### src/tkss_pkg.sv
// ----------------------------------------------------------------------------
// tkss_pkg
// Shared sizes, the operation code and the cell control types of the sorted
// score table.
// ----------------------------------------------------------------------------
package tkss_pkg;

	localparam int CAPACITY   = 16;
	localparam int SCORE_BITS = 32;
	localparam int TAG_BITS   = 16;
	localparam int IDX_W      = 4;
	localparam int CNT_W      = 5;

	typedef enum logic [1:0] {
		OP_INSERT = 2'd0,
		OP_READ   = 2'd1,
		OP_CLEAR  = 2'd2
	} op_t;

	// control handed from the table control to one cell
	typedef struct packed {
		logic occ;      // cell holds a live entry
		logic at_end;   // cell is the first free slot
		logic wr_en;    // an insert that places is committed this cycle
		logic found_in; // an earlier cell already took the new score
	} cell_ctrl_t;

	// status handed from one cell to its right neighbor and the control
	typedef struct packed {
		logic here;  // the new score lands in this cell
		logic found; // the new score lands in this cell or earlier
	} cell_stat_t;

endpackage

### src/tkss_cell.sv
// ----------------------------------------------------------------------------
// tkss_cell
// One slot of the sorted chain: compares the new score with its own entry,
// then holds, loads the new entry or takes its left neighbor's entry.
// ----------------------------------------------------------------------------
module tkss_cell (
	input  logic                                 clk,
	input  tkss_pkg::cell_ctrl_t                 ctrl,
	input  logic signed [tkss_pkg::SCORE_BITS-1:0] new_score,
	input  logic        [tkss_pkg::TAG_BITS-1:0]   new_tag,
	input  logic signed [tkss_pkg::SCORE_BITS-1:0] left_score,
	input  logic        [tkss_pkg::TAG_BITS-1:0]   left_tag,
	output tkss_pkg::cell_stat_t                 stat,
	output logic signed [tkss_pkg::SCORE_BITS-1:0] score_q,
	output logic        [tkss_pkg::TAG_BITS-1:0]   tag_q
);
	import tkss_pkg::*;

	logic hit;

	// strictly greater keeps equal scores in arrival order
	assign hit        = ctrl.occ && (new_score > score_q);
	assign stat.here  = !ctrl.found_in && (hit || ctrl.at_end);
	assign stat.found = ctrl.found_in || hit;

	always_ff @(posedge clk) begin
		if (ctrl.wr_en) begin
			if (stat.here) begin
				score_q <= new_score;
				tag_q   <= new_tag;
			end else if (ctrl.found_in) begin
				score_q <= left_score;
				tag_q   <= left_tag;
			end
		end
	end

endmodule

### src/top_k_sorted_score_table.sv
// ----------------------------------------------------------------------------
// top_k_sorted_score_table
// Descending sorted table of signed scores with tags, kept in a chain of
// compare-and-shift cells, with insert, read and clear requests.
// ----------------------------------------------------------------------------
//
// channel   direction  handshake              payload
// s_*       in         s_tvalid / s_tready    s_tuser op, s_tdata score/tag/index
// m_*       out        m_tvalid / m_tready    m_tdata result fields
// cfg_*     in         cfg_valid / cfg_ready  cfg_data max_entries
//
// For each request every cell compares the new score with its own entry in
// parallel, the found flag ripples down the chain, and all cells hold, load
// or shift in the same clock edge. The result is registered and appears in
// the cycle after acceptance. A new request is taken while the result register is
// empty or being drained, so the sustained rate is one request per cycle; a
// stalled m_tready holds the result and stalls s_tready. Reset clears the
// entry count, the result valid and sets max_entries to the capacity; slot
// contents are not reset and are never read before being written.
// ----------------------------------------------------------------------------
module top_k_sorted_score_table (
	input  logic        clk,
	input  logic        arst_n,
	input  logic        s_tvalid,
	output logic        s_tready,
	input  logic [55:0] s_tdata,   // score[31:0], tag[47:32], index[51:48], zero[55:52]
	input  logic [1:0]  s_tuser,   // op[1:0]
	output logic        m_tvalid,
	input  logic        m_tready,
	output logic [95:0] m_tdata,   // placed[0], position[4:1], entry_valid[5],
	                               // entry_score[37:6], entry_tag[53:38],
	                               // top_score[85:54], entry_count[90:86], zero[95:91]
	input  logic        cfg_valid,
	output logic        cfg_ready,
	input  logic [4:0]  cfg_data   // max_entries[4:0]
);
	import tkss_pkg::*;

	localparam logic [CNT_W-1:0] CAP_CNT = CNT_W'(CAPACITY);

	// request fields
	logic signed [SCORE_BITS-1:0] in_score;
	logic        [TAG_BITS-1:0]   in_tag;
	logic        [IDX_W-1:0]      in_index;
	op_t                          in_op;

	// state
	logic [CNT_W-1:0] count_q;
	logic [4:0]       max_q;
	logic             m_valid_q;
	logic [95:0]      m_data_q;

	// chain wiring
	cell_ctrl_t                   ctrl  [CAPACITY];
	cell_stat_t                   stat  [CAPACITY];
	logic signed [SCORE_BITS-1:0] slot_score [CAPACITY];
	logic        [TAG_BITS-1:0]   slot_tag   [CAPACITY];
	logic        [CAPACITY:0]     found;

	logic             accept;
	logic             do_insert;
	logic [CNT_W-1:0] lim;
	logic             placed_c;
	logic [IDX_W-1:0] pos_c;
	logic [CNT_W-1:0] count_nxt;
	logic             rd_valid;
	logic signed [SCORE_BITS-1:0] rd_score;
	logic        [TAG_BITS-1:0]   rd_tag;
	logic signed [SCORE_BITS-1:0] top_c;

	assign in_score = s_tdata[31:0];
	assign in_tag   = s_tdata[47:32];
	assign in_index = s_tdata[51:48];
	assign in_op    = op_t'(s_tuser);

	assign s_tready  = !m_valid_q || m_tready;
	assign accept    = s_tvalid && s_tready;
	assign do_insert = accept && (in_op == OP_INSERT);
	assign cfg_ready = 1'b1;

	// out-of-range limit falls back to the full capacity
	assign lim = (max_q == 5'd0 || CNT_W'(max_q) > CAP_CNT) ? CAP_CNT : CNT_W'(max_q);

	// found flag ripples from the top-ranked cell down
	assign found[0] = 1'b0;

	for (genvar i = 0; i < CAPACITY; i++) begin : g_cell
		assign ctrl[i].occ      = CNT_W'(i) < count_q;
		assign ctrl[i].at_end   = CNT_W'(i) == count_q;
		assign ctrl[i].wr_en    = do_insert && placed_c;
		assign ctrl[i].found_in = found[i];
		assign found[i+1]       = stat[i].found;

		if (i == 0) begin : g_head
			tkss_cell u_cell (
				.clk        (clk),
				.ctrl       (ctrl[i]),
				.new_score  (in_score),
				.new_tag    (in_tag),
				.left_score (in_score),
				.left_tag   (in_tag),
				.stat       (stat[i]),
				.score_q    (slot_score[i]),
				.tag_q      (slot_tag[i])
			);
		end else begin : g_body
			tkss_cell u_cell (
				.clk        (clk),
				.ctrl       (ctrl[i]),
				.new_score  (in_score),
				.new_tag    (in_tag),
				.left_score (slot_score[i-1]),
				.left_tag   (slot_tag[i-1]),
				.stat       (stat[i]),
				.score_q    (slot_score[i]),
				.tag_q      (slot_tag[i])
			);
		end
	end

	// encode the one landing cell; drop the insert when it lands past the limit
	always_comb begin
		placed_c = 1'b0;
		pos_c    = '0;
		for (int i = 0; i < CAPACITY; i++) begin
			if (stat[i].here) begin
				pos_c = pos_c | IDX_W'(i);
				if (CNT_W'(i) < lim) begin
					placed_c = 1'b1;
				end
			end
		end
	end

	// entry count after this request
	always_comb begin
		count_nxt = count_q;
		case (in_op)
			OP_INSERT: begin
				if (placed_c) begin
					count_nxt = (count_q + 1'b1 > lim) ? lim : count_q + 1'b1;
				end else if (count_q > lim) begin
					count_nxt = lim;
				end
			end
			OP_CLEAR: begin
				count_nxt = '0;
			end
			default: begin
				count_nxt = count_q;
			end
		endcase
	end

	// read port and top score
	assign rd_valid = (in_op == OP_READ) && (CNT_W'(in_index) < count_q);
	assign rd_score = rd_valid ? slot_score[in_index] : '0;
	assign rd_tag   = rd_valid ? slot_tag[in_index] : '0;

	always_comb begin
		if (count_nxt == '0) begin
			top_c = '0;
		end else if (in_op == OP_INSERT && placed_c && stat[0].here) begin
			top_c = in_score;
		end else begin
			top_c = slot_score[0];
		end
	end

	always_ff @(posedge clk or negedge arst_n) begin
		if (!arst_n) begin
			count_q   <= '0;
			max_q     <= 5'(CAPACITY);
			m_valid_q <= 1'b0;
		end else begin
			if (cfg_valid && cfg_ready) begin
				max_q <= cfg_data;
			end
			if (accept) begin
				count_q   <= count_nxt;
				m_valid_q <= 1'b1;
			end else if (m_tready) begin
				m_valid_q <= 1'b0;
			end
		end
	end

	// result payload; hold while stalled
	always_ff @(posedge clk) begin
		if (accept) begin
			m_data_q <= {5'd0,
			             count_nxt,
			             top_c,
			             rd_tag,
			             rd_score,
			             rd_valid,
			             (in_op == OP_INSERT && placed_c) ? pos_c : {IDX_W{1'b0}},
			             (in_op == OP_INSERT) && placed_c};
		end
	end

	assign m_tvalid = m_valid_q;
	assign m_tdata  = m_data_q;

endmodule
### config.mk
export PLATFORM = sky130hd
export DESIGN_NAME = top_k_sorted_score_table
export DESIGN_NICKNAME = d
export VERILOG_FILES = /design/src/tkss_pkg.sv /design/src/tkss_cell.sv /design/src/top_k_sorted_score_table.sv
export SDC_FILE = /design/constraint.sdc
export NUM_CORES = 2
export LEC_CHECK = 0
export ABC_AREA = 0
export BUFFER_PORTS_ARGS = -buffer_cell sky130_fd_sc_hd__buf_2
export CORE_ASPECT_RATIO = 0.7
export CORE_UTILIZATION = 46
export DETAILED_ROUTE_END_ITERATION = 7
export SYNTH_ARGS = -nofsm -noshare
export SYNTH_HDL_FRONTEND = slang
export SYNTH_SLANG_ARGS = --single-unit
### constraint.sdc
create_clock -name clk -period 12.3 [get_ports clk]
set_clock_uncertainty 0.2 [all_clocks]
set_input_delay 1.845 -clock clk [delete_from_list [all_inputs] [get_ports clk]]
set_output_delay 1.845 -clock clk [all_outputs]
set_load 0.01 [all_outputs]
==> results.json <==
{
  "pwr-share-comb_pct": 21.9,
  "drtPass1Iterations": 5,
  "synthArstFlopShare_pct": 1.26,
  "row_count": 106,
  "cts_resized": 0,
  "ys_warn_count": 0,
  "dieArea_um2": 123000,
  "clock_power_share_pct": 35.4,
  "syn_inst": 4443,
  "reg2reg_slack_ns": 4.25,
  "finalSetupTns_ns": 0,
  "internal-power_uw": 5790,
  "reg2reg_depth": 16,
  "ys_seq_area_share_pct": 46.5,
  "path_class": "in -> reg",
  "num_vias": 39649,
  "synthFlopType": "edfxtp_1",
  "drt_iter0_drc": 4929,
  "setup_viol": 0,
  "critPathRequiredTime_ns": 12.41,
  "worst_setup_path_start_kind": "primary input",
  "dr_wl_met2_um": 80500,
  "tightest_slew_ns": 1.34,
  "min_from": "m_tvalid",
  "met1_length_um": 85100,
  "power.density_nw_per_um2": 135,
  "clkLatencyLatePin_ns": 0.72,
  "place.gp.congestion": 1.01,
  "hp-class": "reg -> reg",
  "min_path_cells": 2,
  "finalHoldViolations": 0,
  "grtUsageTotal_pct": 31.2,
  "synth_cell_types": 83,
  "highest_layer": "met5",
  "wire_per_inst_um": 30.7,
  "wl_um": 192000,
  "post_cts_buffers": 0,
  "drcViolationCount": 0,
  "max_cap_violations": 0,
  "ctsHoldBuffers": 0,
  "pwr-share-seq_pct": 42.8,
  "total_switching_power_uw": 2600,
  "clock-root-buffer": "clkbuf_16",
  "synth-edff-count": 859,
  "max_slew_margin_pct": 9.72,
  "clock-sinks": 870,
  "place_ws_ns": 2.92,
  "ant_nets": 0,
  "fmax_ghz": 0.111,
  "io_buffers": 156,
  "synthToLayoutAreaGrowth_pct": 11.0,
  "detailed_place_hpwl_um": 130000,
  "coreArea_um2": 120000,
  "path_clk_slew_ns": 0.06,
  "vias_per_cell": 6.33,
  "die_x_um": 419,
  "vdd_ir_drop_max_v": 0.000116,
  "min_to": "m_tvalid",
  "syn_area_um2": 56000,
  "grt_pass1_vias": 38126,
  "grt_overflow": 0,
  "period_minus_slack_ns": 8.98,
  "htreeDepth": 3,
  "die_y_um": 294,
  "dr_wl_met3_um": 21500,
  "endpoint_kind": "register",
  "switching_share_pct": 30.9,
  "cts_tree": "yes",
  "start_util_pct": 46.6,
  "p_leak_uw": 0.0246,
  "antenna_found_initial": 9,
  "slew_viol_final": 0,
  "setup_slack_ns": 3.32,
  "nets": 5157,
  "io_pins": 167,
  "grt_max_degree": 97,
  "drive_gt1_share_pct": 27.4,
  "numCtsBuffers": 95,
  "timing.rr.end": "g_cell[14].g_body.u_cell.tag_q[10]",
  "arrival_ns": 9.09,
  "outcome": "finished, final reports clean",
  "grt_pass1_wl_um": 275000,
  "rsz0062_at_grt": "false",
  "clockBufferDepth": 3,
  "regToRegStartpoint": "g_cell[7].g_body.u_cell.score_q[31]",
  "ys_seq_elements": 870,
  "cp_max_fo": 34,
  "finalCritPeriodShare_pct": 73.0,
  "syn-mean-instance-area_um2": 12.6
}
## flip-flops by register name (all words and copies together), names as in the netlist
name                          flops
m_tvalid                          1
g_cell.g_body.u_cell.tag_q      240
g_cell.g_head.u_cell.score_q     32
max_q                             5
g_cell.g_body.u_cell.score_q    480
count_q                           5
m_tdata                          91
g_cell.g_head.u_cell.tag_q       16
## final cells by class
cell class                 count  area [um2]
clock buffer                 110        2470
antenna                        5        12.5
timing repair buffer         248        1510
fill                       10425       58000
multi-input combinational   2805       27400
sequential                   870       26100
tap                         1620        2030
clock inverter                68         652
inverter                     540        2030
## cells by family (layout without fill, tap and decap cells)
family,after synthesis,count (layout),synth area share [%]
AO/OA/AOI/OAI,688,688,7.65
XOR/XNOR,3,3,0.0469
adder cells (fa/ha/maj),529,529,11.8
buffers and inverters,772,966,5.27
flip-flops,870,870,46.5
multiplexers,873,873,22.3
other,2,11,0.0134
AND/OR/NAND/NOR,706,706,6.35
## cells in the final DEF (no fill, tap or decap), drive strengths merged, types with 7 or more instances in the layout
cell and n:
or3 7, o31ai 10, or4 7, a21o 54
a211o 8, o21a 17, nand3 61, a21boi 9
and2 9, mux4 240, nand2 255, nor2 89
bufinv 10, dfrtp 10, o21ai 222, nor2b 77
mux2 593, nand2b 19, inv 547, o211ai 19
ha 529, a41oi 34, a21oi 195, nand4 91
nor4 20, edfxtp 859, clkinv 48, a2111oi 7
a31oi 14, clkbuf 110, buf 248, a221oi 13
nor3 23, and3 13, a211oi 24, and4 21
mux2i 40
## worst max path at each step
stage,end,from,cells past startpoint,slack (ns)
final,g_cell[14].g_body.u_cell.tag_q[10],s_tdata[31],16,3.32
after global routing,g_cell[14].g_body.u_cell.tag_q[10],s_tdata[25],17,3.24
after detailed placement,g_cell[14].g_body.u_cell.tag_q[13],s_tdata[26],16,2.92
after global placement,g_cell[14].g_body.u_cell.tag_q[12],s_tdata[26],16,2.98
after floorplan,g_cell[14].g_body.u_cell.score_q[0],s_tdata[0],17,3.23
after CTS,g_cell[14].g_body.u_cell.tag_q[5],s_tdata[26],16,3.63
## power groups by stage
stage	clock network, uW	logic (uW)	registers [uW]
floorplan	0	1090	3620
global placement	0	1770	3640
detailed placement	0	1790	3640
CTS	2990	1800	3580
global route	3100	1950	3600
finish	2970	1840	3590
## metal layers
metal	global-route usage, %	vias to the layer above
met5	0	-
met4	8.70	4
met3	7.93	256
met2	44.3	2059
met1	46.7	20180
li1	-	17150
## stage by stage
step                total power [uW]  util (%)  hold slack [ns]  std cells  cell area (um2)
finish                          8390      51.8            0.352       6266            62200
global route                    8650      51.8            0.385       6265            62200
CTS                             8380      51.8            0.354       6261            62200
detailed placement              5440      49.1            0.337       6083            59100
global placement                5410      49.1            0.317       6083            59100
floorplan                       4700         -            0.287       4447            56000
## synthesized netlist by cell type, types with 50 or more instances
library cell	n	area (um2)
edfxtp_1	859	25800
mux2_2	579	6520
inv_1	540	2030
ha_1	529	6620
nand2_1	255	957
mux4_2	240	5410
o21ai_0	217	1090
a21oi_1	194	971
clkbuf_1	161	604
nand4_1	91	569
nor2_1	89	334
nor2b_1	77	482
nand3_1	61	305
a21o_1	54	405
buf_1	50	188
## critical path, cell delays in order
cell and delay, ns:
buf_2 0.26, ha_1 0.53, and2_1 0.20, nand4_1 0.51, nor4b_1 0.99, o21ai_0 0.44, a31o_2 0.36, o211ai_1 0.30
or3b_2 0.53, or4_4 0.49, or2_0 0.34, nand3_1 0.30, nand3_1 0.11, buf_4 0.31, a21oi_4 0.70, buf_4 0.79
Power figures use the tool's default switching activity.
